## src/rtl/core/ehc_pkg.sv

```systemverilog
package ehc_pkg;

	// Field widths
	localparam int unsigned TOTAL_W    = 32;
	localparam int unsigned OFF_W      = 7;
	localparam int unsigned LEN_W      = OFF_W + 1;
	localparam int unsigned FIFO_DEPTH = 2;

	// Frame layout offsets
	localparam logic [OFF_W-1:0] OFF_MAX        = 7'd127;
	localparam logic [OFF_W-1:0] ETH_TYPE_POS   = 7'd12;
	localparam logic [OFF_W-1:0] ETH_TYPE_POS_LO = 7'd13;
	localparam logic [OFF_W-1:0] ETH_HDR_LEN    = 7'd14;
	localparam logic [OFF_W-1:0] V4_PROTO_POS   = 7'd23;
	localparam logic [OFF_W-1:0] V4_SRC_FIRST   = 7'd26;
	localparam logic [OFF_W-1:0] V4_SRC_LAST    = 7'd29;
	localparam logic [OFF_W-1:0] V4_DST_FIRST   = 7'd30;
	localparam logic [OFF_W-1:0] V4_DST_LAST    = 7'd33;
	localparam logic [OFF_W-1:0] V6_NH_POS      = 7'd20;
	localparam logic [OFF_W-1:0] V6_SRC_HI_FIRST = 7'd22;
	localparam logic [OFF_W-1:0] V6_SRC_HI_LAST = 7'd29;
	localparam logic [OFF_W-1:0] V6_SRC_LO_FIRST = 7'd30;
	localparam logic [OFF_W-1:0] V6_SRC_LO_LAST = 7'd37;
	localparam logic [OFF_W-1:0] V6_DST_HI_FIRST = 7'd38;
	localparam logic [OFF_W-1:0] V6_DST_HI_LAST = 7'd45;
	localparam logic [OFF_W-1:0] V6_DST_LO_FIRST = 7'd46;
	localparam logic [OFF_W-1:0] V6_DST_LO_LAST = 7'd53;
	localparam logic [OFF_W-1:0] V6_SPORT_POS   = 7'd54;
	localparam logic [OFF_W-1:0] V6_DPORT_POS   = 7'd56;

	// Length thresholds
	localparam logic [LEN_W-1:0] ETH_MIN_LEN = 8'd14;
	localparam logic [LEN_W-1:0] V4_MIN_LEN  = 8'd34;
	localparam logic [LEN_W-1:0] V6_MIN_LEN  = 8'd54;
	localparam logic [LEN_W-1:0] TCP_HDR_LEN = 8'd20;
	localparam logic [LEN_W-1:0] UDP_HDR_LEN = 8'd8;

	// EtherTypes and protocol numbers
	localparam logic [15:0] ETHERTYPE_IPV4 = 16'h0800;
	localparam logic [15:0] ETHERTYPE_IPV6 = 16'h86DD;
	localparam logic [7:0]  PROTO_ICMP     = 8'd1;
	localparam logic [7:0]  PROTO_TCP      = 8'd6;
	localparam logic [7:0]  PROTO_UDP      = 8'd17;
	localparam logic [7:0]  PROTO_ICMPV6   = 8'd58;

	// Class codes
	localparam logic [3:0] CLASS_NONE     = 4'd0;
	localparam logic [3:0] CLASS_V4_TCP   = 4'd1;
	localparam logic [3:0] CLASS_V4_UDP   = 4'd2;
	localparam logic [3:0] CLASS_V4_ICMP  = 4'd3;
	localparam logic [3:0] CLASS_V4_OTHER = 4'd4;
	localparam logic [3:0] CLASS_V6_TCP   = 4'd5;
	localparam logic [3:0] CLASS_V6_UDP   = 4'd6;
	localparam logic [3:0] CLASS_V6_ICMP  = 4'd7;
	localparam logic [3:0] CLASS_V6_OTHER = 4'd8;

	// Counter indexes
	localparam int unsigned NUM_COUNTERS = 5;
	localparam int unsigned CNT_IPV4     = 0;
	localparam int unsigned CNT_IPV6     = 1;
	localparam int unsigned CNT_TCP      = 2;
	localparam int unsigned CNT_UDP      = 3;
	localparam int unsigned CNT_OTHER    = 4;

	typedef struct packed {
		logic [7:0] frame_byte;
		logic       last_byte;
	} ehc_byte_t;

	typedef struct packed {
		logic [3:0]  frame_class;
		logic [15:0] src_port;
		logic [15:0] dest_port;
		logic [63:0] source_addr_high;
		logic [63:0] source_addr_low;
		logic [63:0] dest_addr_high;
		logic [63:0] dest_addr_low;
	} ehc_frame_rec_t;

	typedef struct packed {
		logic [3:0]         frame_class;
		logic [15:0]        src_port;
		logic [15:0]        dest_port;
		logic [63:0]        source_addr_high;
		logic [63:0]        source_addr_low;
		logic [63:0]        dest_addr_high;
		logic [63:0]        dest_addr_low;
		logic [TOTAL_W-1:0] ipv4_total;
		logic [TOTAL_W-1:0] ipv6_total;
		logic [TOTAL_W-1:0] tcp_total;
		logic [TOTAL_W-1:0] udp_total;
		logic [TOTAL_W-1:0] other_total;
	} ehc_result_t;

endpackage

```

## src/rtl/core/ehc_stream_if.sv

```systemverilog
interface ehc_stream_if #(
	parameter type payload_t = logic
);
	logic     valid;
	logic     ready;
	payload_t data;

	modport source (output valid, output data, input ready);
	modport sink (input valid, input data, output ready);
endinterface

```

## src/rtl/core/ehc_parser.sv

```systemverilog
module ehc_parser
	import ehc_pkg::*;
(
	input  logic         clk,
	input  logic         arst_n,
	ehc_stream_if.sink   frame_in,
	ehc_stream_if.source rec_out
);

	logic [OFF_W-1:0] off_q;
	logic [15:0]      kind_q, kind_n;
	logic [3:0]       ihl_q, ihl_n;
	logic [7:0]       proto_q, proto_n;
	logic [63:0]      src_hi_q, src_hi_n, src_lo_q, src_lo_n;
	logic [63:0]      dst_hi_q, dst_hi_n, dst_lo_q, dst_lo_n;
	logic [15:0]      sport_q, sport_n, dport_q, dport_n;

	logic [7:0]       b;
	logic [3:0]       words;
	logic [OFF_W-1:0] base;
	logic [OFF_W-1:0] l4_v4;
	logic [LEN_W-1:0] len;
	logic [3:0]       cls;
	logic             ports_ok;
	logic             accept;
	ehc_frame_rec_t   rec;

	assign b      = frame_in.data.frame_byte;
	assign accept = frame_in.valid && frame_in.ready;

	// Stall input whenever the queue cannot take a record, also on bytes that are not final
	assign frame_in.ready = rec_out.ready;
	assign rec_out.valid  = frame_in.valid && frame_in.data.last_byte;
	assign rec_out.data   = rec;

	// Latch header fields from the current byte
	always_comb begin
		kind_n   = kind_q;
		ihl_n    = ihl_q;
		proto_n  = proto_q;
		src_hi_n = src_hi_q;
		src_lo_n = src_lo_q;
		dst_hi_n = dst_hi_q;
		dst_lo_n = dst_lo_q;
		sport_n  = sport_q;
		dport_n  = dport_q;
		words    = (off_q == ETH_HDR_LEN) ? b[3:0] : ihl_q;
		base     = ETH_HDR_LEN + {1'b0, words, 2'b00};
		if (off_q == ETH_TYPE_POS) begin
			kind_n[15:8] = b;
		end else if (off_q == ETH_TYPE_POS_LO) begin
			kind_n[7:0] = b;
		end else if (kind_q == ETHERTYPE_IPV4) begin
			if (off_q == ETH_HDR_LEN)
				ihl_n = b[3:0];
			if (off_q == V4_PROTO_POS)
				proto_n = b;
			if (off_q >= V4_SRC_FIRST && off_q <= V4_SRC_LAST)
				src_lo_n = {32'd0, src_lo_q[23:0], b};
			if (off_q >= V4_DST_FIRST && off_q <= V4_DST_LAST)
				dst_lo_n = {32'd0, dst_lo_q[23:0], b};
			if (off_q == base || off_q == base + 7'd1)
				sport_n = {sport_q[7:0], b};
			if (off_q == base + 7'd2 || off_q == base + 7'd3)
				dport_n = {dport_q[7:0], b};
		end else if (kind_q == ETHERTYPE_IPV6) begin
			if (off_q == V6_NH_POS)
				proto_n = b;
			else if (off_q >= V6_SRC_HI_FIRST && off_q <= V6_SRC_HI_LAST)
				src_hi_n = {src_hi_q[55:0], b};
			else if (off_q >= V6_SRC_LO_FIRST && off_q <= V6_SRC_LO_LAST)
				src_lo_n = {src_lo_q[55:0], b};
			else if (off_q >= V6_DST_HI_FIRST && off_q <= V6_DST_HI_LAST)
				dst_hi_n = {dst_hi_q[55:0], b};
			else if (off_q >= V6_DST_LO_FIRST && off_q <= V6_DST_LO_LAST)
				dst_lo_n = {dst_lo_q[55:0], b};
			else if (off_q == V6_SPORT_POS || off_q == V6_SPORT_POS + 7'd1)
				sport_n = {sport_q[7:0], b};
			else if (off_q == V6_DPORT_POS || off_q == V6_DPORT_POS + 7'd1)
				dport_n = {dport_q[7:0], b};
		end
	end

	// Classify the frame on its final byte, from the freshly latched fields
	assign len   = {1'b0, off_q} + 8'd1;
	assign l4_v4 = ETH_HDR_LEN + {1'b0, ihl_n, 2'b00};

	always_comb begin
		cls      = CLASS_NONE;
		ports_ok = 1'b0;
		if (len >= ETH_MIN_LEN && kind_n == ETHERTYPE_IPV4 && len >= V4_MIN_LEN) begin
			if (proto_n == PROTO_TCP) begin
				cls      = CLASS_V4_TCP;
				ports_ok = len >= {1'b0, l4_v4} + TCP_HDR_LEN;
			end else if (proto_n == PROTO_UDP) begin
				cls      = CLASS_V4_UDP;
				ports_ok = len >= {1'b0, l4_v4} + UDP_HDR_LEN;
			end else begin
				cls = (proto_n == PROTO_ICMP) ? CLASS_V4_ICMP : CLASS_V4_OTHER;
			end
		end else if (len >= ETH_MIN_LEN && kind_n == ETHERTYPE_IPV6 &&
				len >= V6_MIN_LEN) begin
			if (proto_n == PROTO_TCP) begin
				cls      = CLASS_V6_TCP;
				ports_ok = len >= V6_MIN_LEN + TCP_HDR_LEN;
			end else if (proto_n == PROTO_UDP) begin
				cls      = CLASS_V6_UDP;
				ports_ok = len >= V6_MIN_LEN + UDP_HDR_LEN;
			end else begin
				cls = (proto_n == PROTO_ICMPV6) ? CLASS_V6_ICMP : CLASS_V6_OTHER;
			end
		end
	end

	// Build the frame record, zeroing what does not apply
	always_comb begin
		rec                  = '0;
		rec.frame_class      = cls;
		if (cls != CLASS_NONE) begin
			if (ports_ok) begin
				rec.src_port  = sport_n;
				rec.dest_port = dport_n;
			end
			rec.source_addr_high = src_hi_n;
			rec.source_addr_low  = src_lo_n;
			rec.dest_addr_high   = dst_hi_n;
			rec.dest_addr_low    = dst_lo_n;
		end
	end

	// Advance the byte offset; clear per-frame state after the final byte
	always_ff @(posedge clk or negedge arst_n) begin
		if (!arst_n) begin
			off_q    <= '0;
			kind_q   <= '0;
			ihl_q    <= '0;
			proto_q  <= '0;
			src_hi_q <= '0;
			src_lo_q <= '0;
			dst_hi_q <= '0;
			dst_lo_q <= '0;
			sport_q  <= '0;
			dport_q  <= '0;
		end else if (accept) begin
			if (frame_in.data.last_byte) begin
				off_q    <= '0;
				kind_q   <= '0;
				ihl_q    <= '0;
				proto_q  <= '0;
				src_hi_q <= '0;
				src_lo_q <= '0;
				dst_hi_q <= '0;
				dst_lo_q <= '0;
				sport_q  <= '0;
				dport_q  <= '0;
			end else begin
				if (off_q != OFF_MAX)
					off_q <= off_q + 7'd1;
				kind_q   <= kind_n;
				ihl_q    <= ihl_n;
				proto_q  <= proto_n;
				src_hi_q <= src_hi_n;
				src_lo_q <= src_lo_n;
				dst_hi_q <= dst_hi_n;
				dst_lo_q <= dst_lo_n;
				sport_q  <= sport_n;
				dport_q  <= dport_n;
			end
		end
	end

endmodule

```

## src/rtl/core/ehc_rec_fifo.sv

```systemverilog
module ehc_rec_fifo
	import ehc_pkg::*;
(
	input  logic         clk,
	input  logic         arst_n,
	ehc_stream_if.sink   push,
	ehc_stream_if.source pop
);

	localparam int unsigned PTR_W = $clog2(FIFO_DEPTH);
	localparam int unsigned CNT_W = $clog2(FIFO_DEPTH + 1);

	ehc_frame_rec_t   mem_q [FIFO_DEPTH];
	logic [PTR_W-1:0] wptr_q, rptr_q;
	logic [CNT_W-1:0] count_q;
	logic             do_push, do_pop;

	assign push.ready = (count_q != CNT_W'(FIFO_DEPTH));
	assign pop.valid  = (count_q != '0);
	assign pop.data   = mem_q[rptr_q];
	assign do_push    = push.valid && push.ready;
	assign do_pop     = pop.valid && pop.ready;

	// Store records on transfer in
	always_ff @(posedge clk) begin
		if (do_push)
			mem_q[wptr_q] <= push.data;
	end

	// Track pointers and fill level
	always_ff @(posedge clk or negedge arst_n) begin
		if (!arst_n) begin
			wptr_q  <= '0;
			rptr_q  <= '0;
			count_q <= '0;
		end else begin
			if (do_push)
				wptr_q <= (wptr_q == PTR_W'(FIFO_DEPTH - 1)) ? '0 : wptr_q + PTR_W'(1);
			if (do_pop)
				rptr_q <= (rptr_q == PTR_W'(FIFO_DEPTH - 1)) ? '0 : rptr_q + PTR_W'(1);
			if (do_push && !do_pop)
				count_q <= count_q + CNT_W'(1);
			else if (do_pop && !do_push)
				count_q <= count_q - CNT_W'(1);
		end
	end

endmodule

```

## src/rtl/core/ehc_counter_out.sv

```systemverilog
module ehc_counter_out
	import ehc_pkg::*;
#(
	parameter int unsigned COUNTER_WIDTH = 32
) (
	input  logic         clk,
	input  logic         arst_n,
	ehc_stream_if.sink   rec_in,
	ehc_stream_if.source result_out
);

	logic [COUNTER_WIDTH-1:0] cnt_q [NUM_COUNTERS];
	logic [TOTAL_W-1:0]       tot   [NUM_COUNTERS];
	logic [NUM_COUNTERS-1:0]  hit;
	ehc_frame_rec_t           rec_q;
	logic                     valid_q;
	logic                     take;
	logic [3:0]               c;

	// Accept a record while the output register is free or being drained
	assign rec_in.ready = !valid_q || result_out.ready;
	assign take         = rec_in.valid && rec_in.ready;
	assign c            = rec_in.data.frame_class;

	// Select the counters this frame bumps
	always_comb begin
		hit            = '0;
		hit[CNT_IPV4]  = (c >= CLASS_V4_TCP) && (c <= CLASS_V4_OTHER);
		hit[CNT_IPV6]  = (c >= CLASS_V6_TCP) && (c <= CLASS_V6_OTHER);
		hit[CNT_TCP]   = (c == CLASS_V4_TCP) || (c == CLASS_V6_TCP);
		hit[CNT_UDP]   = (c == CLASS_V4_UDP) || (c == CLASS_V6_UDP);
		hit[CNT_OTHER] = (c == CLASS_V4_ICMP) || (c == CLASS_V4_OTHER) ||
			(c == CLASS_V6_ICMP) || (c == CLASS_V6_OTHER);
	end

	// Saturating counters, each advanced on a record transfer that selects it
	for (genvar i = 0; i < NUM_COUNTERS; i++) begin : g_cnt
		always_ff @(posedge clk or negedge arst_n) begin
			if (!arst_n)
				cnt_q[i] <= '0;
			else if (take && hit[i] && cnt_q[i] != '1)
				cnt_q[i] <= cnt_q[i] + COUNTER_WIDTH'(1);
		end

		if (COUNTER_WIDTH >= TOTAL_W) begin : g_trunc
			assign tot[i] = cnt_q[i][TOTAL_W-1:0];
		end else begin : g_ext
			assign tot[i] = {{(TOTAL_W - COUNTER_WIDTH){1'b0}}, cnt_q[i]};
		end
	end

	// Hold the result until transferred
	always_ff @(posedge clk) begin
		if (take)
			rec_q <= rec_in.data;
	end

	always_ff @(posedge clk or negedge arst_n) begin
		if (!arst_n)
			valid_q <= 1'b0;
		else if (take)
			valid_q <= 1'b1;
		else if (result_out.ready)
			valid_q <= 1'b0;
	end

	assign result_out.valid                 = valid_q;
	assign result_out.data.frame_class      = rec_q.frame_class;
	assign result_out.data.src_port         = rec_q.src_port;
	assign result_out.data.dest_port        = rec_q.dest_port;
	assign result_out.data.source_addr_high = rec_q.source_addr_high;
	assign result_out.data.source_addr_low  = rec_q.source_addr_low;
	assign result_out.data.dest_addr_high   = rec_q.dest_addr_high;
	assign result_out.data.dest_addr_low    = rec_q.dest_addr_low;
	assign result_out.data.ipv4_total       = tot[CNT_IPV4];
	assign result_out.data.ipv6_total       = tot[CNT_IPV6];
	assign result_out.data.tcp_total        = tot[CNT_TCP];
	assign result_out.data.udp_total        = tot[CNT_UDP];
	assign result_out.data.other_total      = tot[CNT_OTHER];

endmodule

```

## src/rtl/core/ethernet_ip_header_classifier_unit.sv

```systemverilog
// Takes one frame byte per cycle while the record queue has room, with no gaps between frames.
// After the final byte transfers in, its record is registered in the parser-to-counter
// record queue (two entries) and then in the output register, from which the result transfers out.
// Reset clears the byte offset, latched header fields, the queue and all counters;
// no clearing pass is needed, the block accepts bytes from the first cycle.
module ethernet_ip_header_classifier_unit
	import ehc_pkg::*;
#(
	parameter int unsigned COUNTER_WIDTH = 32
) (
	input  logic         clk,
	input  logic         arst_n,
	ehc_stream_if.sink   frame_in,
	ehc_stream_if.source result_out
);

	ehc_stream_if #(.payload_t(ehc_frame_rec_t)) parse_rec ();
	ehc_stream_if #(.payload_t(ehc_frame_rec_t)) queued_rec ();

	ehc_parser u_parser (
		.clk      (clk),
		.arst_n   (arst_n),
		.frame_in (frame_in),
		.rec_out  (parse_rec.source)
	);

	ehc_rec_fifo u_fifo (
		.clk    (clk),
		.arst_n (arst_n),
		.push   (parse_rec.sink),
		.pop    (queued_rec.source)
	);

	ehc_counter_out #(
		.COUNTER_WIDTH (COUNTER_WIDTH)
	) u_counter_out (
		.clk        (clk),
		.arst_n     (arst_n),
		.rec_in     (queued_rec.sink),
		.result_out (result_out)
	);

endmodule

```

## src/flat_wrapper.sv

```systemverilog
// flat-port wrapper written by rule: the top's interface ports become plain ports
module ethernet_ip_header_classifier_unit_flat import ehc_pkg::*;
#(
	parameter int unsigned COUNTER_WIDTH = 32
)
  (clk, arst_n, frame_in_valid, frame_in_data, frame_in_ready, result_out_valid, result_out_data, result_out_ready);
  ehc_stream_if #(.payload_t(ehc_byte_t)) frame_in_i ();
  ehc_stream_if #(.payload_t(ehc_result_t)) result_out_i ();
  input  logic clk;
  input  logic arst_n;
  input wire logic [$bits(frame_in_i.valid)-1:0] frame_in_valid;
  input wire logic [$bits(frame_in_i.data)-1:0] frame_in_data;
  output wire logic [$bits(frame_in_i.ready)-1:0] frame_in_ready;
  output wire logic [$bits(result_out_i.valid)-1:0] result_out_valid;
  output wire logic [$bits(result_out_i.data)-1:0] result_out_data;
  input wire logic [$bits(result_out_i.ready)-1:0] result_out_ready;
  assign frame_in_i.valid = frame_in_valid;
  assign frame_in_i.data = frame_in_data;
  assign frame_in_ready = frame_in_i.ready;
  assign result_out_valid = result_out_i.valid;
  assign result_out_data = result_out_i.data;
  assign result_out_i.ready = result_out_ready;
  ethernet_ip_header_classifier_unit #(.COUNTER_WIDTH(COUNTER_WIDTH)) u_core (.clk(clk), .arst_n(arst_n), .frame_in(frame_in_i), .result_out(result_out_i));
endmodule
```

## config.mk

```make
export PLATFORM = sky130hd
export DESIGN_NAME = ethernet_ip_header_classifier_unit_flat
export DESIGN_NICKNAME = d
export VERILOG_FILES = /design/src/rtl/core/ehc_pkg.sv /design/src/rtl/core/ehc_stream_if.sv /design/src/rtl/core/ehc_parser.sv /design/src/rtl/core/ehc_rec_fifo.sv /design/src/rtl/core/ehc_counter_out.sv /design/src/rtl/core/ethernet_ip_header_classifier_unit.sv /design/src/flat_wrapper.sv
export SDC_FILE = /design/constraint.sdc
export NUM_CORES = 2
export LEC_CHECK = 0
export BUFFER_PORTS_ARGS = -buffer_cell sky130_fd_sc_hd__buf_2
export CORE_MARGIN = 8
export CORE_UTILIZATION = 30
export CTS_CLUSTER_SIZE = 25
export DETAILED_ROUTE_END_ITERATION = 10
export SLEW_MARGIN = 15
export SYNTH_ARGS = -nofsm -noshare
export SYNTH_HDL_FRONTEND = slang
export SYNTH_SLANG_ARGS = --single-unit
```

## constraint.sdc

```tcl
create_clock -name clk -period 14.3 [get_ports clk]
set_clock_uncertainty 0.2 [all_clocks]
set_input_delay 2.86 -clock clk [delete_from_list [all_inputs] [get_ports clk]]
set_output_delay 2.86 -clock clk [all_outputs]
set_load 0.02 [all_outputs]
```

==> metrics.md <==
| Metric | Value |
|---|---|
| Finish-stage setup viols | 0 |
| Synth top area cells | edfxtp_1 (48%), dfrtp_1 (22%), mux2_2 (6.1%), a22o_1 (4.1%), nand2_1 (3.6%) |
| Routed wl met2 | 72900 microns |
| Crit path max fanout | 26 |
| Main synth FF type | edfxtp_1 |
| GRT Residual Overflow | 0 |
| MaxCap Viol Count | 0 |
| Final ANT Viol Nets | 0 |
| Area leader, netlist | edfxtp_1 |
| First-pass GRT wire length | 220000 microns |
| CP Buf/Inv Count | 3 |
| Slowest-stage cell, CP | a2111oi_4 |
| Max_slew headroom | 25.4% |
| Asr flop ratio synth | between 30% and 40% |
| # IOs | ~470 |
| Post-cts gate resize count | 0 |
| Hpwl dp | 91600 microns |
| Average wire per standard cell | between 20 and 25 microns |
| Crit-path leading delay family | compound AO/OA/AOI/OAI gates |
| Max Freq | around 0.14 GHz |
| Drt drc | 0 |
| Tot GR Track Use | 14.3% |
| Starting Density | 30.1% |
| H-tree levels | 4 |
| Hold-fix buffers, CTS | 0 |
| FF+latch count, synth | 1364 |
| PwrDens | 175 nW/um^2 |
| DR top layer | met5 |
| Clock latency on the worst-skew pair | 0.77 ns |
| Setup_tns | 0 ns |
| Clock-pin transition on the worst setup and hold timing paths | ~0.050 ns |
| Clock power frac | between 30% and 40% |
| P_leak | 24.7 nW |
| Hold_ws | 0.289 ns |
| Initial antenna violation count | 7 |
| Final Hold Viols | 0 |
| Sequential element share of the synthesized area | 70.0% |
| Critical Path End Type | register |
| Commonest non-fill, non-tap cells in the layout | edfxtp_1 (876), nand2_1 (534), dfrtp_1 (487), buf_2 (465), mux2_2 (296) |
| Area grow syn2layout | 17.8% |
| Post-CTS Repair Setup Buffers | 0 |
| Fillers | 17600 |
| Drt pass-1 iters | 6 |
| Worst-margin pin slew | 1.12 ns |
| Post-Route M1 WL | 60300 microns |
| Final worst path period share | roughly half |
| Vias | about 34000 |
| Synth Cell Area | 55000 sq um |
| Status | complete, no violations |
| Warning count from the yosys run | 0 |
| Post-synth EDFFs | 876 |
| Nets | 4377 |
| Largest net degree at the start of global routing | 192 |
| CTS tree | yes |
| Crit path DAT | 7.46 ns |
| Commonest non-fill, non-tap cell in the layout | edfxtp_1 |
| Synth unique cells | 85 |
| Vias/cell | around 4.9 |
| Die width | 444 microns |
| Die H | 444 microns |
| # rows | roughly 160 |
| Root Driver | clkbuf_16 |
| CTS buffer count | roughly 150 |
| Worst min-delay path startpoint | u_core.u_counter_out.result_out.data[112] |
| Die area | 197000 sq um |
| P_int | 0.00791 W |
| Metal3 WL | 8060 microns |
| Clk sinks | 1364 |
| PortBufs | 466 |
| Combinational power share | 19.6% |
| Synth Area per Inst | 14.1 sq um |
| Seq pwr share | 46.7% |
| Detailed Route WL | 146000 microns |
| Core Box Area | 183000 sq um |
| Reg2reg start | u_core.u_parser.kind_q[9] |
| DRT iter0 DRCs | 2782 |
| Worst hold path class | register to register |
| Crit-path cells | buf_2 -> buf_4 -> mux2i_1 -> nand2_1 -> xor2_1 -> ha_1 -> or3b_2 -> a21oi_1 -> xnor2_1 -> ha_1 -> a21o_1 -> a21o_1 -> a221oi_1 -> a21boi_1 -> a2111oi_4 -> buf_4 -> nor2_1 |
| RSZ-0062 raised after global routing | no |
| Worst path required time | 14.59 ns |
| Post-synth top area share | about 48% |
| Final Max Tran Viols | 0 |
| Crit. Startpoint | frame_in_data[2] |
| Max VDD drop | 0.000111 V |
| Crit path launch type | primary input |
| Largest stage delay on the critical path | 0.70 ns |
| Sw Pwr | between 0.003 and 0.004 W |
| Vias in the first global route | between 30000 and 40000 |
| CTS max path bufs | 3 |
| Setup Crit Path Kind | primary input to register |
| Share of cells above drive strength 1 | 24.4% |
| GPL Wtd Cong | approximately 0.84 |
| Cells after synthesis | 3893 |
| Sw frac | 30.4% |
| Min cycle time layout | a little over 7 ns |
-- metal layers --
metal,vias to the layer above,track usage [%]
met5,-,0
met4,2,4.89
met3,219,2.95
met2,974,24.3
met1,17300,18.1
li1,15400,-
-- final cells by class --
cell class / instances / area, sq um / share of cell area [%]
antenna: 2 / 5.00 / 0.00772
clock inverter: 74 / 724 / 1.12
clock buffer: 208 / 4170 / 6.43
inverter: 31 / 124 / 0.191
tap: 2385 / 2980 / 4.60
sequential: 1364 / 38500 / 59.4
multi-input combinational: 2278 / 15500 / 24.0
timing repair buffer: 515 / 2750 / 4.24
-- synth_stat cells (7+ instances only) --
cell	n
o21ai_0	53
buf_1	14
nor4_1	25
ha_1	23
xor2_1	63
clkbuf_1	137
xnor2_1	111
inv_1	31
a31oi_1	8
buf_2	62
o21ai_1	8
nor3_1	79
and2_1	23
o2bb2ai_1	8
and4_1	16
mux2i_1	77
dfrtp_1	488
nand4b_1	7
mux2_2	296
a22oi_1	34
nand2b_1	10
or2_2	10
nand4_1	43
nand2_1	534
a22o_1	256
nor2_1	147
edfxtp_1	876
nand3_1	92
a21oi_1	212
a32o_1	17
and3_1	26
-- power by group through the flow --
stage	sequential (W)	clock (W)	combinational, W
global route	0.00537	0.00410	0.00238
floorplan	0.00585	0	0.000942
finish	0.00531	0.00382	0.00223
CTS	0.00534	0.00395	0.00230
detailed placement	0.00541	0	0.00229
global placement	0.00540	0	0.00229
-- flip-flops by register name (all words and copies together), names as in the netlist, 7 cells and up --
signal                                flops
u_core.u_fifo.mem_q                     584
u_core.u_counter_out.result_out.data    452
u_core.u_parser.dst_hi_q                 64
u_core.u_parser.dst_lo_q                 64
u_core.u_parser.src_hi_q                 64
u_core.u_parser.src_lo_q                 64
u_core.u_parser.dport_q                  16
u_core.u_parser.kind_q                   16
u_core.u_parser.sport_q                  16
u_core.u_parser.proto_q                   8
u_core.u_parser.off_q                     7
-- worst reg2reg max path: stages, from the launching register on --
cell and delay (ns):
dfrtp_1 0.40, nor4b_1 0.70, nand3_1 0.40, nor3_1 0.58, mux2i_1 0.61, nand2_1 0.15
xor2_1 0.22, ha_1 0.18, or3b_2 0.45, a21oi_1 0.16, xnor2_1 0.10, ha_1 0.34
a21o_1 0.18, a21o_1 0.17, a221oi_1 0.31, a21boi_1 0.16, a2111oi_4 0.70, buf_4 0.43
nor2_1 0.14
-- path summary, 6_finish.rpt --
kind / to / slack (ns) / cells past startpoint
worst max-delay path: u_core.u_fifo.mem_q[1][284] / 7.13 / 17
worst min-delay path: u_core.u_counter_out.result_out.data[112] / 0.29 / 1
worst max register to register: u_core.u_fifo.mem_q[1][284] / 7.45 / 18
worst min register to register: u_core.u_counter_out.result_out.data[112] / 0.29 / 1
max in group asynchronous: u_core.u_parser.dst_lo_q[63] / 9.80 / 3
min in group asynchronous: u_core.u_counter_out.result_out.data[9] / 1.88 / 1
-- cells by family after synthesis --
| kind of cell | count (synthesis) | synth area share (%) |
|---|---|---|
| simple gates | 1056 | 8.84 |
| compound gates | 650 | 8.45 |
| xor+xnor | 174 | 2.77 |
| buf+inv | 252 | 1.94 |
| fa+ha+maj | 23 | 0.523 |
| flops | 1364 | 70.0 |
| mux | 373 | 7.46 |
| other cells | 1 | 0.00682 |
-- metrics by stage --
| stage | power (W) | setup WS [ns] | util (%) | instance area [sq um] | cells |
|---|---|---|---|---|---|
| floorplan | 0.00679 | 2.08 | - | 55000 | 3894 |
| global placement | 0.00768 | 6.33 | 32.8 | 59900 | 6573 |
| detailed placement | 0.00770 | 6.39 | 32.8 | 59900 | 6573 |
| CTS | 0.0116 | 7.19 | 35.5 | 64800 | 6855 |
| global route | 0.0118 | 6.78 | 35.5 | 64800 | 6856 |
| finish | 0.0114 | 7.13 | 35.5 | 64800 | 6857 |
No activity file was read; power rests on OpenSTA's default activity.
